[config.mk]
export PLATFORM = sky130hd
export DESIGN_NAME = ascp_cell
export DESIGN_NICKNAME = d
export VERILOG_FILES = /design/src/sv/ascp_pkg.sv /design/src/sv/ascp_cell.sv
export SDC_FILE = /design/constraint.sdc
export NUM_CORES = 1
export LEC_CHECK = 0
export BUFFER_PORTS_ARGS = -buffer_cell sky130_fd_sc_hd__buf_2
export CAP_MARGIN = 25
export CORE_MARGIN = 8
export CORE_UTILIZATION = 30
export DETAILED_ROUTE_END_ITERATION = 10
export PLACE_DENSITY_LB_ADDON = 0.2
export SETUP_SLACK_MARGIN = 0.05
export SLEW_MARGIN = 5
export SYNTH_ARGS = -nofsm -noshare
export SYNTH_HDL_FRONTEND = slang
export SYNTH_SLANG_ARGS = --single-unit
[constraint.sdc]
create_clock -name i_clk -period 9.02 [get_ports i_clk]
set_input_delay 0 -clock i_clk [delete_from_list [all_inputs] [get_ports i_clk]]
set_output_delay 0 -clock i_clk [all_outputs]
set_load 0.01 [all_outputs]
[src/sv/ascp_pkg.sv]
// ----------------------------------------------------------------------------
// ascp_pkg: shared types, constants and round function of the Ascon-p block
// Holds the 320-bit state type, the round constants, round-count codes and
// the single-round combinational function used by every cell of the chain.
// ----------------------------------------------------------------------------
package ascp_pkg;

    localparam int unsigned WORD_W   = 64;
    localparam int unsigned N_WORDS  = 5;
    localparam int unsigned N_ROUNDS = 12;
    localparam int unsigned ROUND_W  = $clog2(N_ROUNDS);
    localparam int unsigned OP_W     = 2;

    // round-count codes carried in op
    localparam logic [OP_W-1:0] OP_R12 = 2'd0;
    localparam logic [OP_W-1:0] OP_R8  = 2'd1;
    localparam logic [OP_W-1:0] OP_R6  = 2'd2;

    // first round index of each form
    localparam logic [ROUND_W-1:0] FIRST_R12 = 4'd0;
    localparam logic [ROUND_W-1:0] FIRST_R8  = 4'd4;
    localparam logic [ROUND_W-1:0] FIRST_R6  = 4'd6;

    typedef logic [WORD_W-1:0]             t_word;
    typedef logic [N_WORDS-1:0][WORD_W-1:0] t_state;

    // one item as it travels down the chain
    typedef struct packed {
        logic [OP_W-1:0] op;
        t_state          state;
    } t_item;

    localparam logic [N_ROUNDS-1:0][7:0] RC_TABLE = {
        8'h4B, 8'h5A, 8'h69, 8'h78, 8'h87, 8'h96,
        8'hA5, 8'hB4, 8'hC3, 8'hD2, 8'hE1, 8'hF0
    };

    // rotate right by a constant amount
    function automatic t_word rotr(input t_word v, input int unsigned n);
        return (v >> n) | (v << (WORD_W - n));
    endfunction

    // first round index for a selector; the unused code runs like six rounds
    function automatic logic [ROUND_W-1:0] first_round(input logic [OP_W-1:0] op);
        logic [ROUND_W-1:0] f;
        unique case (op)
            OP_R12:  f = FIRST_R12;
            OP_R8:   f = FIRST_R8;
            default: f = FIRST_R6;
        endcase
        return f;
    endfunction

    // one Ascon round: constant addition, S-box layer, linear layer
    function automatic t_state perm_round(input t_state s_in, input logic [7:0] rc);
        t_state s;
        t_word  n0, n1, n2, n3, n4;
        t_word  a0, a1, a2, a3, a4;
        t_state r;
        s    = s_in;
        s[2] = s[2] ^ {{(WORD_W-8){1'b0}}, rc};
        // pre-mixing
        s[0] = s[0] ^ s[4];
        s[4] = s[4] ^ s[3];
        s[2] = s[2] ^ s[1];
        // chi-like step
        n0 = ~s[0] & s[1];
        n1 = ~s[1] & s[2];
        n2 = ~s[2] & s[3];
        n3 = ~s[3] & s[4];
        n4 = ~s[4] & s[0];
        a0 = s[0] ^ n1;
        a1 = s[1] ^ n2;
        a2 = s[2] ^ n3;
        a3 = s[3] ^ n4;
        a4 = s[4] ^ n0;
        // post-mixing
        a1 = a1 ^ a0;
        a0 = a0 ^ a4;
        a3 = a3 ^ a2;
        a2 = ~a2;
        // linear diffusion
        r[0] = a0 ^ rotr(a0, 19) ^ rotr(a0, 28);
        r[1] = a1 ^ rotr(a1, 61) ^ rotr(a1, 39);
        r[2] = a2 ^ rotr(a2, 1)  ^ rotr(a2, 6);
        r[3] = a3 ^ rotr(a3, 10) ^ rotr(a3, 17);
        r[4] = a4 ^ rotr(a4, 7)  ^ rotr(a4, 41);
        return r;
    endfunction

endpackage

[src/sv/ascp_cell.sv]
// ----------------------------------------------------------------------------
// ascp_cell: one round cell of the permutation chain
// Applies round IDX to the item it takes from its left neighbor (or passes it
// unchanged when the item's form starts later) and holds it for the right one.
// ----------------------------------------------------------------------------
module ascp_cell
    import ascp_pkg::*;
#(
    parameter int unsigned IDX = 0
) (
    input  logic  i_clk,
    input  logic  i_rst_n,
    input  logic  i_valid,
    output logic  o_ready,
    input  t_item i_item,
    output logic  o_valid,
    input  logic  i_ready,
    output t_item o_item
);

    localparam logic [ROUND_W-1:0] IDX_V = ROUND_W'(IDX);
    localparam logic [7:0]         RC    = RC_TABLE[IDX];

    logic  r_valid;
    t_item r_item;
    t_item n_item;

    // free slot, or the held item leaves this cycle
    assign o_ready = !r_valid || i_ready;

    // round only for forms that have reached this index
    always_comb begin
        n_item.op = i_item.op;
        if (IDX_V >= first_round(i_item.op)) begin
            n_item.state = perm_round(i_item.state, RC);
        end else begin
            n_item.state = i_item.state;
        end
    end

    always_ff @(posedge i_clk) begin
        if (!i_rst_n) begin
            r_valid <= 1'b0;
        end else if (o_ready) begin
            r_valid <= i_valid;
        end
    end

    always_ff @(posedge i_clk) begin
        if (o_ready && i_valid) begin
            r_item <= n_item;
        end
    end

    assign o_valid = r_valid;
    assign o_item  = r_item;

endmodule

==> flow_summary_export.csv, run 1 <==
group,metric,value,unit
synthesis,synth_top_area_frac,0.3249,
clock_tree,path_clk_slew,60,ps
route,vias,23470,
synthesis,yosys.area.top_type,"edfxtp_1",
synthesis,synth_cell_types,25,
setup_path,cp.arrival,2980,ps
synthesis,syn_inst,2571,
route,firstDrtPassIters,6,
synthesis,synth_seq_area_share,0.3256,
timing,period_share,0.3030,
global_routing,grt_pass1_vias,23780,
clock_tree,clkSinkCount,323,
route,detail_route.wl_per_cell,31.68,um
global_routing,grt_max_degree,192,
placed_design,port_buffers,649,
synthesis,synth_nets,3025,
clock_tree,hold_buffers,321,
clock_tree,clk_path_buf_depth,3,
setup_path,path_cells,"nand2b_1, and2_4, buf_4, buf_12",
timing,drv_slew,0,
min_path,hold_class,"in2reg",
setup_path,end_kind,"flip-flop",
setup_path,crit_type,"reg2reg",
timing,fin_crit,2733,ps
power_and_ir_drop,powerDensity,216.7,mW/mm^2
synthesis,ys_ff_latch,323,
placed_design,globalplace.congestion,1.008,
timing,setup_viol,0,
die,row_count,115,
route,antenna_left,0,
route,drt-total-wl,154.6,mm
power_and_ir_drop,ir_drop,0.1271,mV
setup_path,crit_slowest_cell,"buf_4",
setup_path,cp-start-kind,"flip-flop",
timing,relSlewSlack,0.2319,
setup_path,cp_max_fo,122,
global_routing,grt_antenna_before_repair,23,
global_routing,grt_pass1_wl,202.1,mm
clock_tree,cts_made_buffers,44,
timing,finClkSkew,25.01,ps
status,outcome,"complete, no violations",
clock_tree,insertion_delay,640,ps
route,drtIter0Drc,2227,
power_and_ir_drop,leakage,0.01866,uW
power_and_ir_drop,p_total,8500,uW
die,die_h,330.9,um
route,routed_via_density,4.809,
layout,syn_to_final_growth,31.81,%
die,coreArea,0.09842,mm^2
die,num_io_pins,650,
placed_design,dpl.hpwl,131.7,mm
synthesis,postSynthAreaPerCell,11.57,um^2
die,fp.dieW,330.9,um
layout,final_nets,3994,
synthesis,async_reset_ff_frac,0,
synthesis,synth_edf_count,322,
route,post-route-drc-count,0,
clock_tree,root_buffer,"clkbuf_16",
clock_tree,h-tree-depth,2,
layout,layout_commonest_cell,"buf_2",
timing,rsz0062_at_grt,"no",
clock_tree,cts_setup_buffers,0,
die,initial_utilization,0.3024,
layout,drive_gt1_frac,0.2731,
timing,fmax,0.3659,GHz
layout,fillers,9766,
layout,final_cell_mix,"649 x buf_2, 505 x nand2_1, 322 x edfxtp_1",
global_routing,track_usage,0.2734,
synthesis,syn_area,0.02976,mm^2
timing,worstMarginPinSlew,1144,ps
synthesis,synth_area_leaders,"edfxtp_1 32%, xnor3_1 17%, xnor2_1 8.7%",
setup_path,worst-endpoint-required,9260,ps
synthesis,ys.flop_type,"edfxtp_1",
synthesis,synth_warnings,0,
die,dieArea,0.1095,mm^2
timing,finalHoldViolCount,0,
flow_run,maxCapViolations,0,
clock_tree,cts_tree,"built",
setup_path,slowest_delay,630,ps
global_routing,globalRouteOverflowTotal,0,
clock_tree,ctsResizeCount,0,
timing,tns,0,ps
## worst max-delay path: cells and delay by family, from the launching register on
kind / cells / cell delay, ps
flops: 1 / 310
simple gates: 2 / 590
buf+inv: 2 / 1100
## sequential cells by signal, summed over array words and instances (netlist names)
register	count
o_item	322
o_valid	1
## through the flow
stage	hold slack (ps)	std cells	utilization	setup slack [ps]	area, um^2
global route	38.03	4871	0.3983	6167	39200
floorplan	98.87	2571	-	466.7	29760
detailed placement	200.6	4459	0.3510	6223	34550
finish	92.33	4880	0.3985	6287	39220
CTS	5.759	4860	0.3980	6327	39170
global placement	196.9	4458	0.3509	6242	34540
## layout make-up
class                           instances  area, um^2  share of cell area
Sequential cell                       323        9689              0.2470
Clock inverter                         27       252.7            0.006444
Clock buffer                           53        1156             0.02948
Inverter                              197       739.5             0.01885
Antenna cell                           19       47.55            0.001212
Tap cell                             1287        1610             0.04106
Timing Repair Buffer                  994        6666              0.1700
Multi-Input combinational cell       1980       19060              0.4860
## power breakdown
group / internal (uW) / switching, uW
registers: 1900 / 85.3
logic: 2040 / 2670
clock network: 1030 / 778
## layer usage
| metal | vias to the layer above | GRT usage | wire length (um) |
|---|---|---|---|
| li1 | 10610 | - | - |
| met1 | 11630 | 0.3400 | 61500 |
| met2 | 1017 | 0.4630 | 74030 |
| met3 | 213 | 0.06223 | 12420 |
| met4 | 8 | 0.09877 | 6564 |
| met5 | - | 0 | 61 |
## worst paths after layout
kind,startpoint,to,slack (ps),cells past startpoint
max,o_valid,o_item[107],6290,4
min,i_item[269],o_item[269],90,3
max reg2reg,o_valid,o_item[107],6290,4
min reg2reg,o_valid,o_item[143],950,2
## kinds of logic (layout without fill, tap and decap cells)
family,count (synthesis),in the layout,share of synthesized area
simple gates,508,508,0.06433
xor+xnor,895,895,0.4336
fa+ha+maj,192,192,0.07619
compound gates,378,378,0.06366
mux,7,7,0.002565
other cells,0,19,0
buf+inv,268,1271,0.03402
flops,323,323,0.3256
## synth_stat cells (5+ instances only)
cell	number
nand2_1	505
edfxtp_1	322
xnor2_1	296
o21ai_1	251
xnor3_1	230
inv_1	183
xnor2_2	152
xor2_1	143
ha_1	128
o21ai_0	126
clkbuf_1	64
xor2_2	47
maj3_1	44
xor3_1	27
maj3_2	20
inv_2	14
buf_2	5
mux2_2	5
No activity file was read; power rests on OpenSTA's default activity.
==> run 2: changes to the inputs <==
- clock period: 9.02 -> 2.3 ns (I/O delays scaled with it)
==> run 2 against run 1 <==
Worst setup slack got worse by 6200 ps; sequential share of layout area is 1.5 points lower; highest routed layer unchanged; utilization up 2.6 points; final cell count increased by 6.3%; sequential cell count is the same; cell area rose by 6.4%; largest power group unchanged; critical path type is now in2reg; largest cell class unchanged; critical path depth grew 3; die area is the same; routed wire length rose by 2.2%; via count grew 5.7%.
==> flow_summary_export.csv, run 2 (synthesis gave the netlist of run 1 again) <==
group,metric,value,unit
status,outcome,"complete, no violations",
clock_tree,clk_path_buf_depth,3,
timing,worstMarginPinSlew,921.7,ps
clock_tree,ctsResizeCount,0,
die,row_count,115,
global_routing,grt_antenna_before_repair,18,
die,coreArea,0.09842,mm^2
power_and_ir_drop,powerDensity,833.2,mW/mm^2
min_path,worstHoldPathCells,4,
layout,layout_commonest_cell,"buf_2",
clock_tree,hold_buffers,320,
setup_path,regToRegSetupSlack,640,ps
route,firstDrtPassIters,5,
die,die_h,330.9,um
layout,fillers,9637,
power_and_ir_drop,ir_drop,0.4529,mV
clock_tree,cts_made_buffers,43,
power_and_ir_drop,p_total,34780,uW
clock_tree,path_clk_slew,50,ps
route,post-route-drc-count,0,
flow_run,maxCapViolations,0,
timing,finalHoldViolCount,0,
die,fp.dieW,330.9,um
min_path,hold_class,"in2reg",
clock_tree,insertion_delay,640,ps
route,antenna_left,0,
timing,relSlewSlack,0.3811,
timing,setup_viol,0,
clock_tree,cts_tree,"built",
placed_design,place_area,0.03715,mm^2
timing,rsz0062_at_grt,"no",
layout,drive_gt1_frac,0.3332,
clock_tree,h-tree-depth,2,
clock_tree,clkSinkCount,323,
layout,final_nets,4313,
setup_path,cp_max_fo,3,
layout,largest_register_ffs,322,
min_path,hold-path-endpoint,"o_item[81]",
setup_path,end_kind,"flip-flop",
placed_design,dpl.hpwl,136.0,mm
setup_path,rr_endpoint,"o_item[81]",
timing,period_share,0.9740,
route,drt-total-wl,158.0,mm
global_routing,globalRouteOverflowTotal,0,
route,vias,24810,
route,drtIter0Drc,2229,
timing,finClkSkew,41.22,ps
min_path,hp-start,"i_item[81]",
global_routing,grt_pass1_vias,25350,
layout,syn_to_final_growth,40.29,%
clock_tree,root_buffer,"clkbuf_16",
setup_path,cp-start-kind,"input port",
timing,fin_crit,2240,ps
layout,fin_area,0.04175,mm^2
die,dieArea,0.1095,mm^2
setup_path,cp.arrival,2630,ps
timing,fmax,0.4464,GHz
setup_path,crit_type,"in2reg",
setup_path,r2r-start,"o_valid",
clock_tree,cts_setup_buffers,0,
placed_design,globalplace.congestion,1.022,
die,num_io_pins,650,
layout,fin_util,0.4242,
route,routed_via_density,4.782,
die,initial_utilization,0.3024,
layout,final_cell_mix,"649 x buf_2, 505 x nand2_1, 329 x buf_4",
route,detail_route.wl_per_cell,30.46,um
global_routing,grt_max_degree,78,
setup_path,worst-endpoint-required,2690,ps
setup_path,r2r_cells,3,
timing,drv_slew,0,
power_and_ir_drop,leakage,0.02027,uW
global_routing,grt_pass1_wl,208.3,mm
global_routing,track_usage,0.2798,
placed_design,port_buffers,649,
-- run 2: final cells by class --
class	instances	area (um^2)	share of cell area
sequential	323	9691	0.2321
timing repair buffer	1314	9241	0.2214
clock buffer	50	1124	0.02691
clock inverter	26	247.7	0.005934
tap	1287	1610	0.03857
inverter	197	739.5	0.01771
multi-input combinational	1980	19070	0.4568
antenna	10	25.02	0.0005994
-- run 2: stage by stage --
step / TNS [ps] / setup WS [ps] / cells / hold WS [ps]
final: 0 / 59.75 / 5187 / 83.43
after global routing: 0 / 69.55 / 5182 / 56.22
after CTS: 0 / 153.3 / 5177 / 13.35
after detailed placement: 0 / 60.70 / 4781 / 195.6
after global placement: -17.64 / -17.64 / 4781 / 193.5
after floorplan: -262610 / -815.6 / 2571 / 98.87
-- run 2: routing by layer --
layer | global-route usage | up-vias | wire length, um
met5 | 0 | - | 40
met1 | 0.3561 | 12140 | 64290
met4 | 0.1189 | 6 | 7614
met3 | 0.04911 | 250 | 11630
li1 | - | 11240 | -
met2 | 0.4668 | 1170 | 74410
-- run 2: critical path, cell delays in order --
cell           delay [ps]
dlygate4sd3_1         550
buf_2                 170
ha_1                  220
xnor2_1               160
xnor2_2               610
xnor3_1               570
o21ai_1               330
-- run 2: power by group --
| group | leakage (uW) | internal (uW) | switching [uW] | total, uW |
|---|---|---|---|---|
| clock | 0.000673 | 3940 | 2980 | 6920 |
| combinational | 0.0164 | 9240 | 10800 | 20100 |
| sequential | 0.00315 | 7430 | 347 | 7780 |
-- run 2: how the worst max path moves through the flow --
stage	startpoint	to	slack [ps]	cells past startpoint
after global routing	i_item[158]	o_item[94]	70	7
after global placement	i_item[94]	o_item[94]	-20	7
after detailed placement	i_item[232]	o_item[12]	60	8
after floorplan	o_valid	o_item[0]	-820	2
final	i_item[158]	o_item[94]	60	7
after CTS	i_item[232]	o_item[12]	150	9
